$ cat config.mk
export PLATFORM = sky130hd
export DESIGN_NAME = per_channel_message_rate_limiter_top
export DESIGN_NICKNAME = d
export VERILOG_FILES = /design/src/rtl/pcmrl_pkg.sv /design/src/rtl/per_channel_message_rate_limiter_top.sv /design/src/rtl/pcmrl_kind_lookup.sv /design/src/rtl/pcmrl_time_store.sv /design/src/rtl/pcmrl_channel_eval.sv
export SDC_FILE = /design/constraint.sdc
export NUM_CORES = 2
export LEC_CHECK = 0
export ABC_CLOCK_PERIOD_IN_PS = 15200
export BUFFER_PORTS_ARGS = -buffer_cell sky130_fd_sc_hd__clkbuf_2
export CORE_AREA = 4 4 369 371
export CTS_CLUSTER_SIZE = 12
export DETAILED_ROUTE_END_ITERATION = 10
export DIE_AREA = 0 0 373 375
export HOLD_SLACK_MARGIN = 0.15
export PLACE_DENSITY = 0.91
export SLEW_MARGIN = 5
export SYNTH_ARGS = -nofsm -noshare
export SYNTH_HDL_FRONTEND = slang
export SYNTH_HIERARCHICAL = 1
export SYNTH_SLANG_ARGS = --single-unit
$ cat constraint.sdc
create_clock -name i_clk -period 15.2 [get_ports i_clk]
set_input_delay 1.52 -clock i_clk [delete_from_list [all_inputs] [get_ports i_clk]]
set_output_delay 1.52 -clock i_clk [all_outputs]
set_load 0.01 [all_outputs]
$ cat src/rtl/pcmrl_pkg.sv
// ----------------------------------------------------------------------------
// pcmrl_pkg
// Shared types, kind tables and period constants of the per-channel message
// rate limiter.
// ----------------------------------------------------------------------------
package pcmrl_pkg;

    localparam int PER_KINDS = 13;
    localparam int IRR_KINDS = 14;
    localparam int CHANNELS  = 4;
    localparam int ID_W      = 8;
    localparam int TIME_W    = 32;
    localparam int PER_IDX_W = $clog2(PER_KINDS);

    typedef logic [TIME_W-1:0]                t_time;
    typedef logic [CHANNELS-1:0]              t_mask;
    typedef logic [CHANNELS-1:0][TIME_W-1:0]  t_row;
    typedef logic [ID_W-1:0]                  t_id;

    typedef enum logic [1:0] {
        ST_SENT        = 2'd0,
        ST_BUSY        = 2'd1,
        ST_NOT_ALLOWED = 2'd2,
        ST_UNKNOWN     = 2'd3
    } t_status;

    typedef struct packed {
        logic                 per_hit;
        logic [PER_IDX_W-1:0] per_idx;
        logic                 irr_hit;
        t_mask                irr_mask;
    } t_kind;

    localparam t_time P_NEVER = '1;
    localparam t_time P_0     = TIME_W'(0);
    localparam t_time P_200   = TIME_W'(200);
    localparam t_time P_500   = TIME_W'(500);
    localparam t_time P_1S    = TIME_W'(1000);
    localparam t_time P_5S    = TIME_W'(5000);
    localparam t_time P_10S   = TIME_W'(10000);
    localparam t_time P_30S   = TIME_W'(30000);
    localparam t_time P_10MIN = TIME_W'(600000);

    localparam t_id PER_IDS [PER_KINDS] = '{
        8'd0, 8'd1, 8'd24, 8'd33, 8'd26, 8'd29, 8'd30, 8'd34, 8'd74, 8'd109,
        8'd147, 8'd231, 8'd65
    };

    // Each row is written cellular, satellite, long-range radio, uart: channel 0 last.
    localparam t_row PER_PERIOD [PER_KINDS] = '{
        {P_NEVER, P_10MIN, P_10S,   P_5S},
        {P_NEVER, P_10MIN, P_30S,   P_10S},
        {P_NEVER, P_10MIN, P_30S,   P_0},
        {P_NEVER, P_10MIN, P_30S,   P_200},
        {P_NEVER, P_NEVER, P_30S,   P_1S},
        {P_NEVER, P_10MIN, P_30S,   P_500},
        {P_NEVER, P_10MIN, P_30S,   P_500},
        {P_NEVER, P_NEVER, P_30S,   P_1S},
        {P_NEVER, P_10MIN, P_30S,   P_500},
        {P_NEVER, P_NEVER, P_NEVER, P_30S},
        {P_NEVER, P_10MIN, P_30S,   P_30S},
        {P_NEVER, P_NEVER, P_NEVER, P_NEVER},
        {P_NEVER, P_10MIN, P_30S,   P_10S}
    };

    localparam t_id IRR_IDS [IRR_KINDS] = '{
        8'd11, 8'd39, 8'd39, 8'd40, 8'd41, 8'd42, 8'd43, 8'd44, 8'd46, 8'd47,
        8'd76, 8'd77, 8'd131, 8'd253
    };

    localparam t_mask IRR_MASK [IRR_KINDS] = '{
        4'h2, 4'h1, 4'h4, 4'h1, 4'h2, 4'h7, 4'h1, 4'h1, 4'h7, 4'h1,
        4'h3, 4'h3, 4'h1, 4'h1
    };

endpackage

$ cat src/rtl/per_channel_message_rate_limiter_top.sv
// ----------------------------------------------------------------------------
// per_channel_message_rate_limiter_top
// Per-channel message rate limiter with a registered input stage and a
// registered result stage.
// ----------------------------------------------------------------------------
// The block takes one item per clock cycle when the output side does not stall.
// The ID is matched as the item is accepted, which also reads the kind's row of
// last send times; while the item sits in the input stage the four channel
// checks run in parallel, and as it moves on the row is written back and the
// result is registered in the result stage. A new item is taken whenever the
// input stage is empty or moves on. All stored times read as zero after reset
// without a clearing pass, so items are taken from the first cycle on.
module per_channel_message_rate_limiter_top
    import pcmrl_pkg::*;
(
    input  logic        i_clk,
    input  logic        i_rst_n,
    input  logic        i_s_tvalid,
    output logic        o_s_tready,
    input  logic [39:0] i_s_tdata,   // [7:0] msg_id, [39:8] now_ms
    output logic        o_m_tvalid,
    input  logic        i_m_tready,
    output logic [7:0]  o_m_tdata    // [3:0] channel_mask, [5:4] status, [7:6] zero
);

    t_kind   in_kind;
    t_kind   r_s1_kind;
    t_time   r_s1_now;
    logic    r_s1_valid;
    t_row    last_row;
    t_row    next_row;
    t_mask   mask;
    t_status status;
    t_mask   r_out_mask;
    t_status r_out_status;
    logic    r_out_valid;
    logic    out_ready;
    logic    s1_adv;
    logic    in_acc;

    assign out_ready  = !r_out_valid || i_m_tready;
    assign s1_adv     = r_s1_valid && out_ready;
    assign o_s_tready = !r_s1_valid || out_ready;
    assign in_acc     = i_s_tvalid && o_s_tready;

    pcmrl_kind_lookup u_lookup (
        .i_msg_id (i_s_tdata[7:0]),
        .o_kind   (in_kind)
    );

    pcmrl_time_store u_store (
        .i_clk     (i_clk),
        .i_rst_n   (i_rst_n),
        .i_rd_en   (in_acc && in_kind.per_hit),
        .i_rd_addr (in_kind.per_idx),
        .i_wr_en   (s1_adv && r_s1_kind.per_hit),
        .i_wr_addr (r_s1_kind.per_idx),
        .i_wr_data (next_row),
        .o_rd_data (last_row)
    );

    pcmrl_channel_eval u_eval (
        .i_kind   (r_s1_kind),
        .i_now_ms (r_s1_now),
        .i_last   (last_row),
        .o_next   (next_row),
        .o_mask   (mask),
        .o_status (status)
    );

    always_ff @(posedge i_clk) begin
        if (in_acc) begin
            r_s1_kind <= in_kind;
            r_s1_now  <= i_s_tdata[39:8];
        end
        if (s1_adv) begin
            r_out_mask   <= mask;
            r_out_status <= status;
        end
    end

    always_ff @(posedge i_clk) begin
        if (!i_rst_n) begin
            r_s1_valid  <= 1'b0;
            r_out_valid <= 1'b0;
        end else begin
            if (in_acc) begin
                r_s1_valid <= 1'b1;
            end else if (s1_adv) begin
                r_s1_valid <= 1'b0;
            end
            if (s1_adv) begin
                r_out_valid <= 1'b1;
            end else if (i_m_tready) begin
                r_out_valid <= 1'b0;
            end
        end
    end

    assign o_m_tvalid = r_out_valid;
    assign o_m_tdata  = {2'b00, r_out_status, r_out_mask};

endmodule

$ cat src/rtl/pcmrl_kind_lookup.sv
// ----------------------------------------------------------------------------
// pcmrl_kind_lookup
// Matches a message ID against the periodic and irregular kind tables,
// first matching row winning in each.
// ----------------------------------------------------------------------------
module pcmrl_kind_lookup
    import pcmrl_pkg::*;
(
    input  t_id   i_msg_id,
    output t_kind o_kind
);

    always_comb begin
        o_kind = '0;
        // Walking downwards lets the lowest matching row overwrite the others.
        for (int k = PER_KINDS - 1; k >= 0; k--) begin
            if (PER_IDS[k] == i_msg_id) begin
                o_kind.per_hit = 1'b1;
                o_kind.per_idx = PER_IDX_W'(k);
            end
        end
        for (int k = IRR_KINDS - 1; k >= 0; k--) begin
            if (IRR_IDS[k] == i_msg_id) begin
                o_kind.irr_hit  = 1'b1;
                o_kind.irr_mask = IRR_MASK[k];
            end
        end
    end

endmodule

$ cat src/rtl/pcmrl_time_store.sv
// ----------------------------------------------------------------------------
// pcmrl_time_store
// Last send times, one row of all channels per periodic kind. One write and
// one registered read per cycle; rows never written read as zero.
// ----------------------------------------------------------------------------
module pcmrl_time_store
    import pcmrl_pkg::*;
(
    input  logic                 i_clk,
    input  logic                 i_rst_n,
    input  logic                 i_rd_en,
    input  logic [PER_IDX_W-1:0] i_rd_addr,
    input  logic                 i_wr_en,
    input  logic [PER_IDX_W-1:0] i_wr_addr,
    input  t_row                 i_wr_data,
    output t_row                 o_rd_data
);

    t_row                 r_mem [PER_KINDS];
    logic [PER_KINDS-1:0] r_row_valid;
    t_row                 r_rd_data;
    t_row                 r_fwd_data;
    logic                 r_rd_valid;
    logic                 r_fwd_sel;

    always_ff @(posedge i_clk) begin
        if (i_wr_en) begin
            r_mem[i_wr_addr] <= i_wr_data;
        end
    end

    always_ff @(posedge i_clk) begin
        if (i_rd_en) begin
            r_rd_data  <= r_mem[i_rd_addr];
            r_fwd_data <= i_wr_data;
        end
    end

    always_ff @(posedge i_clk) begin
        if (!i_rst_n) begin
            r_row_valid <= '0;
            r_rd_valid  <= 1'b0;
            r_fwd_sel   <= 1'b0;
        end else begin
            if (i_wr_en) begin
                r_row_valid[i_wr_addr] <= 1'b1;
            end
            if (i_rd_en) begin
                r_rd_valid <= r_row_valid[i_rd_addr];
                // A write to the same row in the read cycle is not yet in the array.
                r_fwd_sel  <= i_wr_en && (i_wr_addr == i_rd_addr);
            end
        end
    end

    assign o_rd_data = r_fwd_sel  ? r_fwd_data :
                       r_rd_valid ? r_rd_data  : '0;

endmodule

$ cat src/rtl/pcmrl_channel_eval.sv
// ----------------------------------------------------------------------------
// pcmrl_channel_eval
// Decides per channel whether the period has run out, advances the stored
// times of the channels that fire and forms the result.
// ----------------------------------------------------------------------------
module pcmrl_channel_eval
    import pcmrl_pkg::*;
(
    input  t_kind   i_kind,
    input  t_time   i_now_ms,
    input  t_row    i_last,
    output t_row    o_next,
    output t_mask   o_mask,
    output t_status o_status
);

    t_row  period;
    t_mask fire;

    assign period = PER_PERIOD[i_kind.per_idx];

    always_comb begin
        for (int c = 0; c < CHANNELS; c++) begin
            // Elapsed time wraps modulo 2^32; an all-ones period can never be exceeded.
            fire[c]   = (i_now_ms - i_last[c]) > period[c];
            o_next[c] = fire[c] ? (i_last[c] + period[c]) : i_last[c];
        end
    end

    always_comb begin
        priority if (i_kind.per_hit) begin
            o_mask   = fire;
            o_status = (fire != '0) ? ST_SENT : ST_BUSY;
        end else if (i_kind.irr_hit) begin
            o_mask   = i_kind.irr_mask;
            o_status = (i_kind.irr_mask != '0) ? ST_SENT : ST_NOT_ALLOWED;
        end else begin
            o_mask   = '0;
            o_status = ST_UNKNOWN;
        end
    end

endmodule

==> flow_summary_export.csv <==
group,metric,value,unit
sta,post-route-period-util,56.7,%
sta,final-setup-viol-count,0,
grt,grtUsageTotal,25.2,%
route,detail-route-antenna-nets,0,
route,viasPerCell,6.74,
die,initial_core_util,51.1,%
sta,finalHoldViolations,0,
sta,fin_crit_period,8620,ps
clock_tree,cts_max_path_buffers,3,
min_path,timing.hold.worst.class,"register to register",
pwr,power.clock.fraction,39.1,%
place,detailed_place_hpwl,101000,um
grt,antenna_found_initial,4,
pwr,power,8890,uW
run,cap_viol_max_count,0,
worst_setup_path,critical_path_buf_inv_count,3,
sta,clock-skew-final,37.1,ps
clock_tree,worst_setup_hold_path_clk_slew,60,ps
pwr,p_comb_share,7.8,%
grt,grt_busiest_layer,"met2",
clock_tree,h_tree_levels,4,
layout,final_net_count,4595,
sta,tns,0,ps
grt,maximum_number_of_pins_on_one_net_before_global_route_repair,100,
layout,area_growth,10.3,%
logic_synthesis,synthesis.area_per_instance,16.3,um2
grt,grt_pass1_wl,264000,um
sta,worst-slew-pin-transition,1240,ps
route,via_count,41319,
layout,n_fill_cell,9432,
worst_setup_path,worst_r2r_endpoint,"u_store/r_mem[0][45]",
layout,post_route_cells_drive_above_1_share,16.0,%
clock_tree,clock_tree_from_tritoncts,"done",
place,place_congestion,0.922,
place,placement.io_buffers,51,
pwr,reported_leakage_power,0.0252,uW
sta,clock.fmax,0.116,GHz
die,chipHeight,375,um
worst_setup_path,critical-path-top-delay-family,"compound AO/OA/AOI/OAI gates",
pwr,switching_share,22.7,%
logic_synthesis,post_synth_instance_area,67900,um2
worst_setup_path,max_incr_delay_on_cp,820,ps
die,core_region_area,133000,um2
grt,grt.met1_usage,33.1,%
sta,setup_repair_after_global_routing_missed_its_margin,"false",
worst_setup_path,timing.critical_path.from_type,"register",
logic_synthesis,ys.warnings.count,6,
route,wl_per_cell,29.3,um
worst_setup_path,timing.critical_path.from,"u_store/r_fwd_sel",
route,drt-initial-drc-count,6582,
clock_tree,clock_root_buffer,"clkbuf_16",
die,std_cell_rows,134,
worst_setup_path,timing.critical_path.required,15630,ps
route,drt-pass1-iter-count,8,
clock_tree,cts_post_setup_buffers_inserted,0,
clock_tree,cts_hold_repair.buffers,0,
worst_setup_path,category_of_the_most_critical_setup_path,"register to register",
pwr,vdd_drop_max,108,uV
grt,grt_remaining_overflow,0,
worst_setup_path,critical_path.endpoint_type,"register",
route,post_detailed_route_drc_marker_count,0,
worst_setup_path,worst-r2r-setup-slack,6580,ps
min_path,holdCritStartpoint,"u_store/r_row_valid[2]",
pwr,cell_internal_pwr,6880,uW
die,die_x,373,um
min_path,min_delay_endpoint,"u_store/r_row_valid[2]",
outcome,result_of_the_run,"finished clean",
sta,max-slew-margin-rel,16.3,%
worst_setup_path,path_max_fanout,67,
min_path,hold_path_depth,1,
pwr,switchingPower,2020,uW
clock_tree,clock_latency_late_sink,800,ps
grt,groute.layer.met3.usage,5.54,%
grt,grt_pass1_vias,40971,
clock_tree,cts_buffers,150,
worst_setup_path,critical-path-top-cell-by-count,"a21oi_1",
clock_tree,post_cts_resize_count,0,
die,io_pins,54,
grt,use_met2,40.3,%
die,fp.dieArea,140000,um2
worst_setup_path,worstPathArrival,9050,ps
worst_setup_path,r2r.worst_path.cells,27,
pwr,seq_power_share,53.2,%
pwr,power.density_cell_area,119,nW/um2
logic_synthesis,netlist_instances,4168,
worst_setup_path,cp_slowest_cell,"xnor2_1",
clock_tree,cts.sink_count,1505,
route,totalWireLength,180000,um
sta,maxSlewViolCount,0,
worst_setup_path,worstReg2RegStart,"u_store/r_fwd_sel",
## flip-flops by register name (all words and copies together), names as in the netlist
register             count
r_out_mask               4
r_s1_now                32
u_store/r_rd_data       96
u_store/r_rd_valid       1
r_out_status             2
o_m_tvalid               1
u_store/r_mem         1248
r_s1_kind               10
u_store/r_fwd_sel        1
r_s1_valid               1
u_store/r_fwd_data      96
u_store/r_row_valid     13
## through the flow
stage	std cells	area, um2	setup slack [ps]	utilization, %	hold slack (ps)
global placement	5899	70400	7090	53.0	440
detailed placement	5899	70400	6760	53.0	453
global route	6123	74900	6090	56.4	482
CTS	6123	74900	6670	56.3	469
finish	6126	74900	6580	56.4	469
floorplan	4169	67900	5650	-	432
## worst reg2reg max path: cells and delay by family (launching register included)
family	cells	cell delay [ps]
compound gates	12	3240
xor+xnor	2	910
fa+ha+maj	3	910
buf+inv	3	1320
flops	1	510
simple gates	7	1380
## worst max path at each step
| stage | depth (start not counted) | slack [ps] | to |
|---|---|---|---|
| 2_1_floorplan | 4 | 5650 | u_store/r_mem[0][0] |
| 3_3_place_gp | 27 | 7090 | u_store/r_mem[10][45] |
| 3_5_place_dp | 27 | 6760 | u_store/r_mem[11][75] |
| 4_1_cts | 27 | 6670 | u_store/r_mem[5][75] |
| 5_1_grt | 26 | 6090 | u_store/r_mem[0][45] |
| 6_report | 27 | 6580 | u_store/r_mem[0][45] |
## power by group through the flow
| stage | Clock, uW | Sequential [uW] | Combinational, uW |
|---|---|---|---|
| after global routing | 3690 | 4730 | 751 |
| after floorplan | 0 | 4800 | 464 |
| after global placement | 0 | 4810 | 631 |
| final | 3470 | 4730 | 691 |
| after CTS | 3510 | 4730 | 675 |
| after detailed placement | 0 | 4810 | 665 |
## layout by cell type (no fill, tap or decap), drive strengths merged, types with 7 or more instances in the layout
cell type  count
edfxtp      1488
mux4         290
a21oi        263
ha           262
clkbuf       242
inv          163
o21ai        161
nand2        160
nor2         140
xnor2        110
mux2i        108
o22ai        100
a22o          97
buf           97
a21o          76
xor2          58
nand2b        42
o21a          41
nand3         41
nor3          36
nor2b         33
nand4         30
a211oi        24
clkinv        21
dfxtp         17
o21bai        14
and3          14
o31ai         13
a31oi         12
a211o         11
o211ai        11
and2          11
or2           10
a31o           9
nand3b         9
o31a           8
a21boi         8
or3            7
## routing by layer
metal,vias to the layer above,part of all wire (%)
li1,16853,-
met4,0,5.2
met1,20582,36
met3,650,12
met5,-,0
met2,3234,47
## layout make-up
cell class / count / area [um2] / area share (%)
flip-flops and latches: 1505 / 45000 / 60.1
multi-input cells: 2321 / 21600 / 28.8
clock buffers: 191 / 4040 / 5.40
well taps: 1768 / 2210 / 2.95
repair buffers: 148 / 1060 / 1.41
inverters: 157 / 589 / 0.787
clock inverters: 33 / 430 / 0.574
diodes: 3 / 7.51 / 0.0100
Note: power is estimated with default switching activity, not from simulation.
